### src/rfsr_pkg.sv
// rfsr_pkg: shared types and constants for the range following speed regulator
// holds the sequencer states, configuration register indexes and field widths
// no dependencies
`timescale 1ns / 1ps
`default_nettype none

package rfsr_pkg;

  localparam int unsigned DistW  = 16;
  localparam int unsigned SpeedW = 14;
  localparam int unsigned GainW  = 16;
  localparam int unsigned LimW   = 13;
  localparam int unsigned ScaleW = 20;
  localparam int unsigned HgtW   = 12;
  localparam int unsigned CfgIdxW  = 3;
  localparam int unsigned CfgDataW = 20;
  localparam int unsigned InDataW  = 32;
  localparam int unsigned OutDataW = 32;
  localparam int unsigned ProdW    = 33;
  localparam int unsigned CntW     = 5;

  // divider runs one quotient bit per cycle, multiplier two gain bits per cycle
  localparam logic [CntW-1:0] DivLast = CntW'(ScaleW - 1);
  localparam logic [CntW-1:0] MulLast = CntW'(GainW / 2 - 1);

  typedef enum logic [2:0] {
    REG_BASE_SPEED  = 3'd0,
    REG_SPEED_GAIN  = 3'd1,
    REG_SPEED_LIMIT = 3'd2,
    REG_JUMP_LIMIT  = 3'd3,
    REG_NEAR_LIMIT  = 3'd4,
    REG_FOUND_SCALE = 3'd5,
    REG_LOST_SCALE  = 3'd6
  } reg_idx_e;

  typedef enum logic [4:0] {
    S_IDLE = 5'b00001,
    S_DIV  = 5'b00010,
    S_PREP = 5'b00100,
    S_MUL  = 5'b01000,
    S_FIN  = 5'b10000
  } state_e;

endpackage

`default_nettype wire

### src/range_following_speed_regulator.sv
// range_following_speed_regulator: range estimate and proportional speed command
// bit-serial divider and two-bit-digit serial multiplier; uses rfsr_pkg
//
// channel  dir  signals                         beat contents
// s_axis   in   s_tvalid/s_tready/tdata/tuser   target_distance, pixel_height, marker_found
// m_axis   out  m_tvalid/m_tready/tdata/tuser   speed, range, rejected
// cfg      in   cfg_we/cfg_idx/cfg_wdata        one register write per cycle
//
// each beat goes from accept through the restoring divider (one quotient bit per
// cycle), prepare, the multiplier (two gain bits per cycle) and finish back to
// idle, where the next beat is accepted.
// reset restores register defaults and clears the accepted range and previous speed.
// a finished result waits in the output register; the next beat is taken meanwhile
// and only its finish stalls until the output register is free.
`timescale 1ns / 1ps
`default_nettype none

module range_following_speed_regulator (
  input  wire logic                            clk_i,
  input  wire logic                            rst_ni,
  input  wire logic                            s_tvalid,
  output logic                                 s_tready,
  // [15:0] target_distance, [27:16] pixel_height, [31:28] zero
  input  wire logic [rfsr_pkg::InDataW-1:0]    s_tdata,
  // [0] marker_found
  input  wire logic                            s_tuser,
  output logic                                 m_tvalid,
  input  wire logic                            m_tready,
  // [13:0] speed, [29:14] range, [31:30] zero
  output logic [rfsr_pkg::OutDataW-1:0]        m_tdata,
  // [0] rejected
  output logic                                 m_tuser,
  input  wire logic                            cfg_we_i,
  input  wire logic [rfsr_pkg::CfgIdxW-1:0]    cfg_idx_i,
  input  wire logic [rfsr_pkg::CfgDataW-1:0]   cfg_wdata_i
);
  import rfsr_pkg::*;

  // configuration
  logic signed [SpeedW-1:0] base_q;
  logic [GainW-1:0]         gain_q;
  logic [LimW-1:0]          lim_q;
  logic [DistW-1:0]         jump_q;
  logic [DistW-1:0]         near_q;
  logic [ScaleW-1:0]        fscale_q;
  logic [ScaleW-1:0]        lscale_q;

  // sequencer and datapath
  state_e                   st_q, st_d;
  logic [CntW-1:0]          cnt_q, cnt_d;
  logic [ScaleW-1:0]        dvd_q, dvd_d;
  logic [HgtW-1:0]          rem_q, rem_d;
  logic [HgtW-1:0]          hgt_q;
  logic [DistW-1:0]         tgt_q;
  logic [DistW-1:0]         range_q, range_d;
  logic signed [ProdW-1:0]  mcand_q, mcand_d;
  logic [GainW-1:0]         mplr_q, mplr_d;
  logic signed [ProdW-1:0]  acc_q, acc_d;

  // state
  logic [DistW-1:0]         accr_q;
  logic signed [SpeedW-1:0] prev_q;

  // output register
  logic                     mval_q;
  logic signed [SpeedW-1:0] mspd_q;
  logic                     mrej_q;
  logic [DistW-1:0]         mrng_q;

  logic                     in_fire;
  logic                     commit;
  logic [HgtW:0]            trial;
  logic                     ge;
  logic [HgtW:0]            trial_sub;
  logic [DistW-1:0]         quo_sat;
  logic signed [DistW:0]    err;
  logic signed [ProdW-1:0]  pp;
  logic signed [23:0]       vel_raw;
  logic signed [23:0]       lim_pos;
  logic signed [23:0]       lim_neg;
  logic signed [SpeedW-1:0] spd_clamp;
  logic signed [SpeedW-1:0] spd_d;
  logic signed [DistW:0]    diff;
  logic                     rej;

  assign s_tready = (st_q == S_IDLE);
  assign in_fire  = s_tvalid && s_tready;
  assign commit   = (st_q == S_FIN) && (!mval_q || m_tready);

  assign m_tvalid = mval_q;
  assign m_tdata  = {2'b00, mrng_q, mspd_q};
  assign m_tuser  = mrej_q;

  // restoring division, one quotient bit per cycle
  assign trial     = {rem_q, dvd_q[ScaleW-1]};
  assign ge        = trial >= {1'b0, hgt_q};
  assign trial_sub = trial - {1'b0, hgt_q};

  // a zero height gives an all-ones quotient, which saturates too
  assign quo_sat = (|dvd_q[ScaleW-1:DistW]) ? '1 : dvd_q[DistW-1:0];

  assign err = $signed({1'b0, quo_sat}) - $signed({1'b0, tgt_q});

  // two-bit digit partial product
  always_comb begin
    pp = '0;
    case (mplr_q[1:0])
      2'd0:    pp = '0;
      2'd1:    pp = mcand_q;
      2'd2:    pp = mcand_q <<< 1;
      2'd3:    pp = mcand_q + (mcand_q <<< 1);
      default: pp = '0;
    endcase
  end

  // floor of product / 1024 plus base speed, then clamp
  assign vel_raw = {acc_q[ProdW-1], acc_q[ProdW-1:10]}
                 + {{(24-SpeedW){base_q[SpeedW-1]}}, base_q};
  assign lim_pos = $signed({{(24-LimW){1'b0}}, lim_q});
  assign lim_neg = -lim_pos;

  always_comb begin
    if (vel_raw > lim_pos) begin
      spd_clamp = lim_pos[SpeedW-1:0];
    end else if (vel_raw < lim_neg) begin
      spd_clamp = lim_neg[SpeedW-1:0];
    end else begin
      spd_clamp = vel_raw[SpeedW-1:0];
    end
  end

  assign diff  = $signed({1'b0, range_q}) - $signed({1'b0, accr_q});
  assign rej   = !diff[DistW] && (diff[DistW-1:0] >= jump_q) && (range_q >= near_q);
  assign spd_d = rej ? prev_q : spd_clamp;

  always_comb begin
    st_d    = st_q;
    cnt_d   = cnt_q;
    dvd_d   = dvd_q;
    rem_d   = rem_q;
    range_d = range_q;
    mcand_d = mcand_q;
    mplr_d  = mplr_q;
    acc_d   = acc_q;
    case (st_q)
      S_IDLE: begin
        if (in_fire) begin
          st_d  = S_DIV;
          cnt_d = '0;
          rem_d = '0;
          dvd_d = s_tuser ? fscale_q : lscale_q;
        end
      end
      S_DIV: begin
        rem_d = ge ? trial_sub[HgtW-1:0] : trial[HgtW-1:0];
        dvd_d = {dvd_q[ScaleW-2:0], ge};
        cnt_d = cnt_q + 1'b1;
        if (cnt_q == DivLast) begin
          st_d = S_PREP;
        end
      end
      S_PREP: begin
        range_d = quo_sat;
        st_d    = S_MUL;
      end
      S_MUL: begin
        acc_d   = acc_q + pp;
        mcand_d = mcand_q <<< 2;
        mplr_d  = mplr_q >> 2;
        cnt_d   = cnt_q + 1'b1;
        if (cnt_q == MulLast) begin
          st_d = S_FIN;
        end
      end
      S_FIN: begin
        if (commit) begin
          st_d = S_IDLE;
        end
      end
      default: st_d = S_IDLE;
    endcase
    // multiplier operands load on the way out of prepare
    if (st_q == S_PREP) begin
      mcand_d = {{(ProdW-DistW-1){err[DistW]}}, err};
      mplr_d  = gain_q;
      acc_d   = '0;
      cnt_d   = '0;
    end
  end

  always_ff @(posedge clk_i or negedge rst_ni) begin
    if (!rst_ni) begin
      st_q     <= S_IDLE;
      cnt_q    <= '0;
      base_q   <= '0;
      gain_q   <= GainW'(3277);
      lim_q    <= LimW'(1106);
      jump_q   <= DistW'(307);
      near_q   <= DistW'(410);
      fscale_q <= ScaleW'(9011);
      lscale_q <= ScaleW'(18022);
      accr_q   <= '0;
      prev_q   <= '0;
      mval_q   <= 1'b0;
    end else begin
      st_q  <= st_d;
      cnt_q <= cnt_d;
      if (cfg_we_i) begin
        case (cfg_idx_i)
          REG_BASE_SPEED:  base_q   <= cfg_wdata_i[SpeedW-1:0];
          REG_SPEED_GAIN:  gain_q   <= cfg_wdata_i[GainW-1:0];
          REG_SPEED_LIMIT: lim_q    <= cfg_wdata_i[LimW-1:0];
          REG_JUMP_LIMIT:  jump_q   <= cfg_wdata_i[DistW-1:0];
          REG_NEAR_LIMIT:  near_q   <= cfg_wdata_i[DistW-1:0];
          REG_FOUND_SCALE: fscale_q <= cfg_wdata_i[ScaleW-1:0];
          REG_LOST_SCALE:  lscale_q <= cfg_wdata_i[ScaleW-1:0];
          default: ;
        endcase
      end
      if (commit) begin
        prev_q <= spd_d;
        if (!rej) begin
          accr_q <= range_q;
        end
        mval_q <= 1'b1;
      end else if (m_tready) begin
        mval_q <= 1'b0;
      end
    end
  end

  always_ff @(posedge clk_i) begin
    dvd_q   <= dvd_d;
    rem_q   <= rem_d;
    range_q <= range_d;
    mcand_q <= mcand_d;
    mplr_q  <= mplr_d;
    acc_q   <= acc_d;
    if (in_fire) begin
      tgt_q <= s_tdata[DistW-1:0];
      hgt_q <= s_tdata[DistW+HgtW-1:DistW];
    end
    if (commit) begin
      mspd_q <= spd_d;
      mrej_q <= rej;
      mrng_q <= range_q;
    end
  end

  // a held-over speed always matches the stored previous speed
  a_rej_prev: assert property (@(posedge clk_i) disable iff (!rst_ni)
    (mval_q && mrej_q) |-> (mspd_q == prev_q))
    else $error("rejected beat speed differs from previous speed");

  // a fresh speed stays inside the clamp
  a_clamp: assert property (@(posedge clk_i) disable iff (!rst_ni)
    (mval_q && !mrej_q) |->
      ($signed({{(24-SpeedW){mspd_q[SpeedW-1]}}, mspd_q}) <= lim_pos &&
       $signed({{(24-SpeedW){mspd_q[SpeedW-1]}}, mspd_q}) >= lim_neg))
    else $error("speed outside clamp");

  // accepted range moves only on a commit
  a_accr: assert property (@(posedge clk_i) disable iff (!rst_ni)
    !commit |=> $stable(accr_q))
    else $error("accepted range changed without commit");

  // the iteration counter stays within the divider length
  a_div_cnt: assert property (@(posedge clk_i) disable iff (!rst_ni)
    (st_q == S_DIV) |-> (cnt_q <= DivLast))
    else $error("divider counter overran");

endmodule

`default_nettype wire

### config.mk
export PLATFORM = sky130hd
export DESIGN_NAME = range_following_speed_regulator
export DESIGN_NICKNAME = d
export VERILOG_FILES = /design/src/rfsr_pkg.sv /design/src/range_following_speed_regulator.sv
export SDC_FILE = /design/constraint.sdc
export NUM_CORES = 1
export LEC_CHECK = 0
export ABC_CLOCK_PERIOD_IN_PS = 13600
export BUFFER_PORTS_ARGS = -buffer_cell sky130_fd_sc_hd__buf_2
export CAP_MARGIN = 40
export CORE_MARGIN = 3
export CORE_UTILIZATION = 68
export DETAILED_ROUTE_END_ITERATION = 8
export HOLD_SLACK_MARGIN = 0.15
export PLACE_DENSITY = 0.87
export REMOVE_ABC_BUFFERS = 1
export SLEW_MARGIN = 15
export SYNTH_ARGS = -nofsm -noshare
export SYNTH_HDL_FRONTEND = slang
export SYNTH_SLANG_ARGS = --single-unit
### constraint.sdc
create_clock -name clk_i -period 13.6 [get_ports clk_i]
set_clock_uncertainty 0.15 [all_clocks]
set_input_delay 4.08 -clock clk_i [delete_from_list [all_inputs] [get_ports clk_i]]
set_output_delay 4.08 -clock clk_i [all_outputs]
set_load 0.02 [all_outputs]
After elaboration in Yosys (flattened, before gate mapping)
Cells that the tools add are included.
{ "totals": {"register_bits": 345, "in_bits": 61, "word_cells": 109} }
{ "op_classes": {"n_addsub": 8, "magnitude_cmp": 5, "eq_ne": 21, "mux": 25, "n_bitwise": 1, "n_reduce_logical": 26} }
{ "op_table": {"columns": ["operator", "n"], "rows": [
  ["case mux 33 bit (4 select lines)", 1],
  ["adder 33 bit", 2],
  ["two-way mux 33 bit", 2],
  ["two-way mux 16 bit", 3],
  ["two-way mux 14 bit", 3],
  ["two-way mux 20 bit", 2],
  ["case mux 20 bit (2 select lines)", 1],
  ["subtractor 16 x 16 -> 17 bit", 2],
  [">= comparator 16 bit", 2],
  ["two-way mux 5 bit", 6],
  ["case mux 5 bit (5 select lines)", 1],
  ["adder 23 x 14 -> 24 bit", 1],
  ["> comparator 24 x 14 -> 1 bit", 1],
  ["< comparator 24 bit", 1],
  ["two-way mux 12 bit", 2],
  ["negation 13 -> 24 bit", 1],
  ["case mux 12 bit (2 select lines)", 1],
  ["AND reduction 2 bit", 10],
  [">= comparator 13 x 12 -> 1 bit", 1],
  ["subtractor 12 bit", 1],
  ["equality test 5 x 3 -> 1 bit (second input constant)", 2],
  ["equality test 5 bit (second input constant)", 2],
  ["case mux 5 bit (2 select lines)", 1],
  ["equality test 3 bit (second input constant)", 3],
  ["other kinds (23)", 34]
]} }

Depth between registers and ports, before layout
{ "logic_depth": {"ltp_word": 6, "mapped_depth": 25, "mapped_depth_nobuf": 25} }

Worst setup path before layout
Ideal clock, no wire load.
{ "synth_path": {"path_type": "input -> register", "start": "input port m_tready", "end": "register prev_q[10]", "setup_ps": 125, "t_arrival_ps": 6800, "required_time_ps": 13325, "setup_slack_ps": 6525, "path_stages": 6, "path_buffers": 2, "path_cell_list": "nand2b_1 -> nor2b_1 -> and2_1 -> clkbuf_1 -> buf_2 -> mux2_2"} }
{ "synth_via": {"elab_chain_len": 2} }
{ "synth_rtl": {"columns": ["item", "line", "text"], "rows": [
  ["start, declared", "range_following_speed_regulator.sv:28", "input wire logic m_tready,"],
  ["logical OR 1 bit", "range_following_speed_regulator.sv:88", "assign commit = (st_q == S_FIN) && (!mval_q || m_tready);"],
  ["logical AND 1 bit", "range_following_speed_regulator.sv:88", null],
  ["named net commit", "range_following_speed_regulator.sv:71", "logic commit;"],
  ["end signal, assigned", "range_following_speed_regulator.sv:221", "prev_q <= spd_d;"],
  ["end, declared", "range_following_speed_regulator.sv:62", "logic signed [SpeedW-1:0] prev_q;"]
]} }
The timed path passes the listed nets, and every way through them passes these cells.
A chain may end at the register's enable or synchronous reset.

Final worst setup path
{ "layout_path": {"start": "register mcand_q[1]", "end": "register acc_q[32]"} }
{ "layout_via": {"elab_chain_len": 3} }
{ "layout_rtl": {"columns": ["item", "line", "text"], "rows": [
  ["start, declared", "range_following_speed_regulator.sv:56", "logic signed [ProdW-1:0] mcand_q, mcand_d;"],
  ["start signal, assigned", "range_following_speed_regulator.sv:236", "mcand_q <= mcand_d;"],
  ["adder 33 bit", "range_following_speed_regulator.sv:111", "2'd3: pp = mcand_q + (mcand_q <<< 1);"],
  ["case mux 33 bit (4 select lines) (*)", "range_following_speed_regulator.sv:107", "case (mplr_q[1:0])"],
  ["adder 33 bit (*)", "range_following_speed_regulator.sv:167", "acc_d = acc_q + pp;"],
  ["end signal, assigned", "range_following_speed_regulator.sv:238", "acc_q <= acc_d;"],
  ["end, declared", "range_following_speed_regulator.sv:58", "logic signed [ProdW-1:0] acc_q, acc_d;"]
]} }
Every way passes the cells marked *; elsewhere a longest branch is shown, timed or not.

==> key figures <==
Outcome
  • Status: complete, no violations

Routing
  • DR vias: 17400
  • Drt pass-1 iters: 5
  • Remaining DRCs: 0
  • Via/cell ratio: 6.31
  • Final wirelength: around 52000 um
  • Antenna viol nets, final: 0
  • Wirelength per Cell: 19.0 um
  • DRT iter0 DRCs: 1242

Placement
  • Port Buffers: 89
  • Placed Instances: 2686
  • Detailed Place HPWL: 36900 um
  • GP Congestion: 0.881
  • Setup WS pre-CTS: 7.40 ns

Clock network
  • Hold_buf cts: 0
  • Postcts setup bufs: 0
  • TritonCTS clock tree: yes
  • Root Buffer: clkbuf_16
  • Clk slew on worst S/H paths: roughly 0.060 ns
  • Post-CTS resize count: 0
  • H-tree depth: 2
  • Clock Tree Buf Depth: 3
  • Skew-Pair Late Insertion Delay: 0.54 ns
  • Clk sink count: 345
  • CTS buffer count: 38

Cells and area
  • Final Core Density: about three quarters
  • Multi-input logic area: between 0.01 and 0.015 mm2
  • FF/Latch Area: 0.00929 mm2
  • Share of cells above drive strength 1: 14.9%
  • Area grow syn2layout: 10.1%
  • Layout Cells excl Fill: 2758
  • Filler Cells Inserted: between 2000 and 2500
  • Post-layout nets: 2591

Yosys
  • Yosys top cell by area: edfxtp_1
  • Yosys Warn Count: 0
  • Sequential area share after synthesis: around 42%
  • Synthesized flop and latch total: 345
  • Most instantiated library cell after synthesis: nand2_1
  • Top_reg_cell synth: edfxtp_1
  • Syn Inst Count: between 2000 and 2500
  • Share of Yosys cell area claimed by the top area cell type: 21.3%
  • Synth unique cells: 82
  • Ys async rst share: 45.2%
  • Post-synth EDFFs: around 160
  • Dominant cells by area after synthesis: edfxtp_1 (21%), dfrtp_1 (14%), ha_1 (11%), mux2_2 (5.5%), dfstp_2 (4.3%)
  • Mapped cell area: 0.0220 mm2
  • Mean Syn Cell Area: 9.82 um2
  • Post-synth top cells: nand2_1 (247), ha_1 (200), a21oi_1 (174), edfxtp_1 (156), inv_1 (145)

Die
  • Floorplan row count: 65
  • DIE WIDTH: 186 um
  • Starting Density: 69.3%
  • Core area: 0.0317 mm2
  • I/O Pins: 96
  • Full die area: around 0.035 mm2
  • Die Y: 186 um

STA
  • Crit path setup slack, layout: slightly above 7 ns
  • Fmax: 0.157 GHz
  • Total Neg Setup Slack: 0 ns
  • Crit share post-route: roughly 47%
  • Fin crit period: between 6 and 7 ns
  • Final hold vios: 0
  • Slew HR: 44.5%
  • Unrepaired setup endpoints after global routing: no
  • Actual slew at the worst max-slew pin: between 0.8 and 0.9 ns
  • Max-slew violations: 0
  • Final setup fails: 0

Worst setup path
  • Critical Path Sink Type: flop
  • Required time of the critical path: roughly 14 ns
  • Critical path's slowest cell: a2111oi_0
  • Worst EP arrival: ~6.7 ns
  • CP top delay family: compound AO/OA/AOI/OAI gates
  • CP Buf/Inv Count: 1
  • Worst setup SP type: flop
  • Crit-path max FO: 6
  • Setup CP Type: reg -> reg
  • Crit path largest cell delay: between 0.7 and 0.8 ns

Global routing
  • Vias in the first global route: approximately 17000
  • Largest net degree at the start of global routing: 82
  • Gr usage total: between 30% and 40%
  • Initial antenna violation count: 0
  • Grt total ovfl: 0
  • First-pass GRT wire length: 85500 um

Power and ir drop
  • Leakage: 10.6 nW
  • Peak supply drop: 0.000191 V
  • Power Density: between 100 and 150 mW/mm2
  • Total chip power: 3.29 mW

Hold path
  • Hold/Removal Path Class: reg -> reg

Job
  • Max Cap Viol: 0
## power by group
part | internal [mW] | switching (mW)
logic | 0.365 | 0.513
clock network | 0.615 | 0.432
registers | 1.28 | 0.0833
total | 2.26 | 1.03
## cell usage in the layout, fill, tap and decap left out, types with 17 or more instances in the layout
cell and instances:
o21ai_1 40, a21o_1 71, nor2b_1 22, nor3_1 36, nor2_1 134, nand3_1 30
o211ai_1 17, dfxtp_1 33, buf_4 23, mux2i_1 67, edfxtp_1 156, o21ai_0 121
nand4_1 17, buf_2 88, dfstp_2 36, dfrtp_1 120, ha_1 200, mux2_2 108
a21oi_1 173, clkbuf_16 38, xor2_1 23, nand2b_1 49, inv_1 144, xnor2_1 77
nand2_1 247
## routing by layer
layer / vias up / global-route usage [%] / wire length, um
met2: 634 / 52.5 / 25500
met1: 8407 / 39.4 / 22000
met4: 0 / 10.7 / 1520
met5: - / 0 / 0
li1: 8244 / - / -
met3: 119 / 4.69 / 3310
## worst reg2reg max path, cell delays in order (launching register included)
cell	delay, ns
edfxtp_1	0.47
ha_1	0.26
inv_1	0.08
fa_1	0.41
nor2b_1	0.13
o21a_1	0.15
o21ai_1	0.14
a2111oi_0	0.71
o21ai_0	0.17
nor2b_1	0.19
o21a_1	0.20
nor2b_1	0.16
o31a_1	0.16
xnor2_1	0.07
a31o_1	0.22
ha_1	0.34
a21oi_1	0.19
o21ai_0	0.13
and2_1	0.19
o41ai_1	0.50
o211ai_1	0.19
a221oi_1	0.34
a21oi_1	0.13
xnor2_1	0.17
or3_1	0.32
a21oi_1	0.13
## per-stage QoR
stage | instance area [um2] | hold WS [ns]
finish | 24200 | 0.306
global route | 24200 | 0.331
CTS | 24200 | 0.308
detailed placement | 22900 | 0.301
global placement | 22900 | 0.293
floorplan | 21700 | 0.276
## final cells by class
type	instances	share of cell area (%)
flip-flops and latches	345	38.4
well taps	402	2.08
clock inverters	25	1.15
repair buffers	116	2.85
inverters	147	2.28
clock buffers	45	4.04
multi-input cells	1676	49.2
diodes	2	0.0207
## logic make-up after synthesis
group                    share of synthesized area (%)
AO/OA/AOI/OAI                                     16.2
XOR/XNOR                                          3.99
adder cells (fa/ha/maj)                           11.9
buffers and inverters                             3.78
flip-flops                                        42.3
multiplexers                                      8.64
other                                           0.0171
AND/OR/NAND/NOR                                   13.2
## state kept, by name, summed over array words and instances (netlist names), 20 cells and up
name,cells
acc_q,33
dvd_q,20
mcand_q,33
lscale_q,20
fscale_q,20
## final timing paths
check,from,endpoint,slack [ns],cells after the start
worst max-delay path,mcand_q[1],acc_q[32],7.22,25
worst min-delay path,acc_q[3],acc_q[3],0.31,2
worst max register to register,mcand_q[1],acc_q[32],7.22,25
worst min register to register,acc_q[3],acc_q[3],0.31,2
max in group asynchronous,rst_ni,st_q[0],8.54,3
min in group asynchronous,rst_ni,accr_q[3],3.42,1
No activity file was read; power rests on OpenSTA's default activity.
